==> src/hdl/grc_pkg.sv <==
// Shared types and constants for the grid ray caster.
package grc_pkg;
	localparam int MAP_CELLS = 4096;
	localparam int MAP_AW = $clog2(MAP_CELLS);
	localparam int POS_FRAC = 8;
	localparam int DIR_FRAC = 14;
	localparam int CFG_IW = 3;
	localparam int CFG_DW = 16;

	typedef enum logic [CFG_IW-1:0] {
		REG_CELL_SIZE = 3'd0,
		REG_MAP_WIDTH = 3'd1,
		REG_WORLD_W = 3'd2,
		REG_WORLD_H = 3'd3,
		REG_MAX_DIST = 3'd4
	} grc_reg_t;

	typedef struct packed {
		logic [10:0] cell_size;
		logic [12:0] map_width_cells;
		logic [15:0] world_width;
		logic [15:0] world_height;
		logic [15:0] max_distance;
	} grc_cfg_t;

	// One queued word: either a tile write or a classified cast.
	typedef struct packed {
		logic cast;
		logic [11:0] idx;
		logic wall;
		logic [23:0] px;
		logic [23:0] py;
		logic negx;
		logic negy;
		logic [16:0] ax;
		logic [16:0] ay;
	} grc_item_t;
endpackage

==> src/hdl/grc_front.sv <==
// Input side: classifies accepted words and queues them for the cast engine.
module grc_front (
	input logic clk,
	input logic arst_n,
	input logic in_valid,
	output logic in_ready,
	input logic op,
	input logic [11:0] tile_index,
	input logic [7:0] tile_value,
	input logic [23:0] pos_x,
	input logic [23:0] pos_y,
	input logic signed [15:0] dir_x,
	input logic signed [15:0] dir_y,
	input logic clearing,
	output logic q_valid,
	output grc_pkg::grc_item_t q_item,
	input logic q_pop
);
	import grc_pkg::*;

	grc_item_t ent_q [2];
	grc_item_t item;
	logic wr_ptr_q, rd_ptr_q;
	logic [1:0] cnt_q;
	logic push;

	always_comb begin
		item.cast = op;
		item.idx = tile_index;
		item.wall = (tile_value == 8'd1);
		item.px = pos_x;
		item.py = pos_y;
		item.negx = dir_x[15];
		item.negy = dir_y[15];
		item.ax = dir_x[15] ? (17'h10000 - {1'b0, dir_x}) : {1'b0, dir_x};
		item.ay = dir_y[15] ? (17'h10000 - {1'b0, dir_y}) : {1'b0, dir_y};
	end

	assign in_ready = (cnt_q != 2'd2) && !clearing;
	assign push = in_valid && in_ready;
	assign q_valid = (cnt_q != 2'd0);
	assign q_item = ent_q[rd_ptr_q];

	always_ff @(posedge clk) begin
		if (push) begin
			ent_q[wr_ptr_q] <= item;
		end
	end

	always_ff @(posedge clk or negedge arst_n) begin
		if (!arst_n) begin
			wr_ptr_q <= 1'b0;
			rd_ptr_q <= 1'b0;
			cnt_q <= 2'd0;
		end else begin
			if (push) wr_ptr_q <= ~wr_ptr_q;
			if (q_pop) rd_ptr_q <= ~rd_ptr_q;
			case ({push, q_pop})
				2'b10: cnt_q <= cnt_q + 2'd1;
				2'b01: cnt_q <= cnt_q - 2'd1;
				default: cnt_q <= cnt_q;
			endcase
		end
	end
endmodule

==> config.mk <==
export PLATFORM = sky130hd
export DESIGN_NAME = grc_front
export DESIGN_NICKNAME = d
export VERILOG_FILES = /design/src/hdl/grc_pkg.sv /design/src/hdl/grc_front.sv
export SDC_FILE = /design/constraint.sdc
export NUM_CORES = 1
export LEC_CHECK = 0
export BUFFER_PORTS_ARGS = -buffer_cell sky130_fd_sc_hd__buf_4
export CAP_MARGIN = 20
export CORE_MARGIN = 2
export CORE_UTILIZATION = 45
export CTS_CLUSTER_SIZE = 20
export DETAILED_ROUTE_END_ITERATION = 10
export PLACE_DENSITY_LB_ADDON = 0.12
export SYNTH_ARGS = -nofsm -noshare
export SYNTH_HDL_FRONTEND = slang
export SYNTH_SLANG_ARGS = --single-unit
==> constraint.sdc <==
create_clock -name clk -period 6 [get_ports clk]
set_input_delay 0.9 -clock clk [delete_from_list [all_inputs] [get_ports clk]]
set_output_delay 0.9 -clock clk [all_outputs]
set_load 0.005 [all_outputs]
# After elaboration in Yosys (flattened, before gate mapping)
# Memory sizes are Yosys's and may differ from the RTL's.
# Index checks and enable logic that the tools add are counted.
totals:
  ff_bits: 4
  latchBits: 0
  ramBits: 196
  romBits: 0
  in_bits: 106
  out_inout_bits: 100
  word_cells: 24
  memories: 1
op_classes:
  add_sub_neg: 4
  mul: 0
  div_mod_pow: 0
  order_cmp: 0
  n_eq_ne: 4
  shifts: 0
  n_mux: 5
  n_bitwise: 2
  reduce_logical: 5
mem_list:
  columns: ["name", "depth", "word_bits", "rd", "rd_clocked_by_memory_dff", "write_ports", "line", "text"]
  rows:
  - ["ent_q", 2, 98, 1, 0, 1, "grc_front.sv:21", "grc_item_t ent_q [2];"]
ops:
  columns: ["operator", "n"]
  rows:
  - ["$mux 17", 2]
  - ["$sub 17x16->17 const A", 2]
  - ["$eq 8x1->1 const B", 1]
  - ["$pmux 2 s2", 1]
  - ["$reduce_bool 2->1", 2]
  - ["$add 2x1->2 const B", 1]
  - ["$eq 2x1->1 const B", 1]
  - ["$eq 2x2->1 const B", 1]
  - ["$logic_and 1x1->1", 2]
  - ["$mux 1", 2]
  - ["$ne 2x2->1 const B", 1]
  - ["$not 1->1", 2]
  - ["$sub 2x1->2 const B", 1]
  - ["$logic_not 1->1", 1]

# Depth between registers and ports, before layout
logic_depth:
  word_depth: 5
  mapped_depth: 6
  ltp_nobuf: 6

# Worst setup path after synthesis
# OpenSTA, ideal clock, no wires.
synth_path:
  path_kind: "input port to flip-flop"
  startpoint: "input clearing"
  endpoint: "memory ent_q[0][0] (netlist name) (enable)"
  arrival_time_ns: 5.175
  path_slack_ns: 0.269
  stages: 3
  path_buffers: 0
  path_cell_list: "inv_1 -> o211ai_1 -> nor2_1"
synth_between:
  elab_chain_len: 5
synth_rtl:
  columns: ["item", "line", "text"]
  rows:
  - ["start: declaration", "grc_front.sv:14", "input logic clearing,"]
  - ["$logic_not 1->1", "grc_front.sv:39", "assign in_ready = (cnt_q != 2'd2) && !clearing;"]
  - ["$logic_and 1x1->1", "grc_front.sv:39", null]
  - ["$logic_and 1x1->1", "grc_front.sv:40", "assign push = in_valid && in_ready;"]
  - ["$mux 1", "grc_front.sv:45", "if (push) begin"]
  - ["$mux 1 (not written as such)", "grc_front.sv:46", "ent_q[wr_ptr_q] <= item;"]
  - ["end: declaration", "grc_front.sv:21", null]
# No other way between the ends.

==> results.toml <==
[outcome]
status = "complete, no violations"

[clock_network]
clkSinkCount = 200
htree_levels = 4
clkTransAtPathRegs_ps = 60
postCtsSetupRepairBufs = 0
numCtsBuffers = 17
hold_buffers = 0
clock-root-buffer = "clkbuf_16"
cts.repair.resized = 0
cts_tree = "built"
clock_latency_ps = 420
clockBufferDepth = 2

[logic_synthesis]
syn_inst = 422
synth.top_cell.area_share = 0.743
yosysWarnings = 0
synth.avg_cell_area_sq_um = 18.8
yosysTopAreaCell = "edfxtp_1"
syn-cell-area_sq_um = 7930
synth_cell_types = 33
synth_seq_cells = 200
seq_area_frac_synth = 0.755
synthTopCellsByArea = "edfxtp_1, mux2_2, xnor2_1"

[global_route]
track_usage = 0.164
grt_overflow = 0
grt_pass1_wl_mm = 22.8
grt_pass1_vias = 4413
grt_max_degree = 72
antenna_found_initial = 0

[worst_hold_path]
min_path_type = "in -> async"

[route]
post_drt_via_cell_ratio = 5.05
vias = 4407
first_pass_iters = 4
drc = 0
drtIter0Drc = 227
drtAntennaViolNets = 0
wl_per_cell_um = 17.8
drt-total-wl_mm = 15.5

[setup_path]
cp.arrival_ps = 2610
slowest_stage = "dfrtp_4"
cpPeakStageDelay_ps = 910
path_cells = "buf_4 > mux2_2 > buf_4"
crit_path_max_fanout = 56
critPathBufInv = 2
critPathCaptureType = "output port"
crit_family = "flip-flops"
start_kind = "flip-flop"
cp.required_ps = 5100
crit_type = "reg -> out"
crit_top_cell = "buf_4"

[floorplan]
initial_core_util = 0.460
core_area_sq_um = 17200
die_w_um = 137
die_y_um = 137
die-area_sq_um = 18700
fp-row-count = 48
ios = 206

[sta]
setup_viol = 0
relSlewSlack = 0.327
holdWs_ps = 263
setup_tns_ps = 0
period_needed_ps = 3510
clock_skew_ps = 6.48
rsz0062_at_grt = "false"
fmax_ghz = 0.285
fin_crit_sh = 0.585
finalHoldViolations = 0
tightestPinTransition_ps = 1010
slew_viol_final = 0

[power]
ir_drop_uv = 217
leakage_nw = 3.73
powerDensity_nw_per_um2 = 384

[place]
gpl.final_weighted_congestion = 0.884
dp_hpwl_mm = 10.5
numPortBuffers = 205

[cells_and_area]
fin_nets = 744
diodes = 0
drive_gt1_frac = 0.528
syn2layout_area_growth_pct = 29.4

[flow_run]
drv_cap = 0
[final cells by class]
class,instances,area [sq um]
clock buffer,22,444
clock inverter,10,73.8
fill,1323,6980
inverter,8,30.0
multi-input combinational,199,1870
sequential,200,5990
tap,225,282
timing repair buffer,209,1570
[through the flow]
stage          instance area (sq um)  setup WS (ps)   util  total power [mW]  instances
2_1_floorplan                   7940            269      -              2.42        425
3_3_place_gp                    9740           2910  0.565              2.97        841
3_5_place_dp                    9740           2910  0.565              2.99        841
4_1_cts                        10300           2430  0.595              4.00        873
5_1_grt                        10300           2360  0.595              4.13        873
6_report                       10300           2490  0.595              3.94        873
[cells by family after synthesis]
family,after synthesis,share of synthesized area
AO/OA/AOI/OAI,27,0.0248
XOR/XNOR,30,0.0331
adder cells (fa/ha/maj),3,0.00474
buffers and inverters,26,0.0125
flip-flops,200,0.755
multiplexers,98,0.139
other,1,0.000473
AND/OR/NAND/NOR,37,0.0300
[per-layer routing]
metal | share of wire | up-vias | global-route usage
met4 | 0.019 | 0 | 0.0625
met5 | 0 | - | 0
met2 | 0.49 | 163 | 0.268
met1 | 0.42 | 2148 | 0.209
li1 | - | 2072 | -
met3 | 0.074 | 24 | 0.0474
[synthesized netlist by cell type]
| library cell | instances |
|---|---|
| nor3b_1 | 1 |
| or4b_2 | 1 |
| nand2b_1 | 2 |
| or2_2 | 3 |
| o211ai_1 | 1 |
| or4_1 | 4 |
| nor4b_1 | 1 |
| and4b_1 | 2 |
| edfxtp_1 | 196 |
| xor2_1 | 1 |
| xnor2_1 | 29 |
| or3_1 | 6 |
| or4_4 | 1 |
| and3_1 | 1 |
| a221o_1 | 1 |
| or3b_2 | 1 |
| buf_1 | 1 |
| mux2_2 | 98 |
| inv_1 | 8 |
| nor2b_1 | 2 |
| ha_1 | 3 |
| or4b_1 | 1 |
| buf_2 | 1 |
| conb_1 | 1 |
| nor2_1 | 6 |
| nor4_1 | 1 |
| o21ai_0 | 6 |
| clkbuf_1 | 16 |
| o41ai_1 | 7 |
| nand2_1 | 4 |
| a21oi_1 | 1 |
| o31ai_1 | 11 |
| dfrtp_1 | 4 |
[power by group]
| part | switching, mW | internal [mW] |
|---|---|---|
| Clock | 0.473 | 0.533 |
| Sequential | 0.120 | 1.75 |
| Combinational | 0.430 | 0.639 |
| Total | 1.02 | 2.92 |
[cells in the final DEF (no fill, tap or decap), types with 3 or more instances in the layout]
cell       Yosys  routed
buf_4          0     209
clkbuf_1      16       5
clkbuf_16      0      17
clkinv_4       0       4
conb_1         1       4
dfrtp_1        4       3
edfxtp_1     196     196
ha_1           3       3
inv_1          8       8
mux2_2        98      98
nand2_1        4       4
nor2_1         6       5
o21ai_0        6       6
o31ai_1       11      11
o41ai_1        7       7
or2_2          3       3
or3_1          6       6
or4_1          4       4
xnor2_1       29      29
[worst paths after layout]
check | slack (ps) | end | depth (start not counted) | start
min in group clk | 560 | cnt_q[0] | 1 | cnt_q[0]
min | 260 | cnt_q[1] | 1 | arst_n
max in group asynchronous | 5620 | rd_ptr_q | 1 | arst_n
max reg2reg | 3490 | ent_q[1][80] | 4 | cnt_q[0]
min reg2reg | 560 | cnt_q[0] | 1 | cnt_q[0]
max | 2490 | q_item[64] | 3 | rd_ptr_q
[registers in the layout (all words and copies together), names as in the netlist]
register  count
rd_ptr_q      1
ent_q       196
cnt_q         2
wr_ptr_q      1
(Power assumes the default switching activity.)
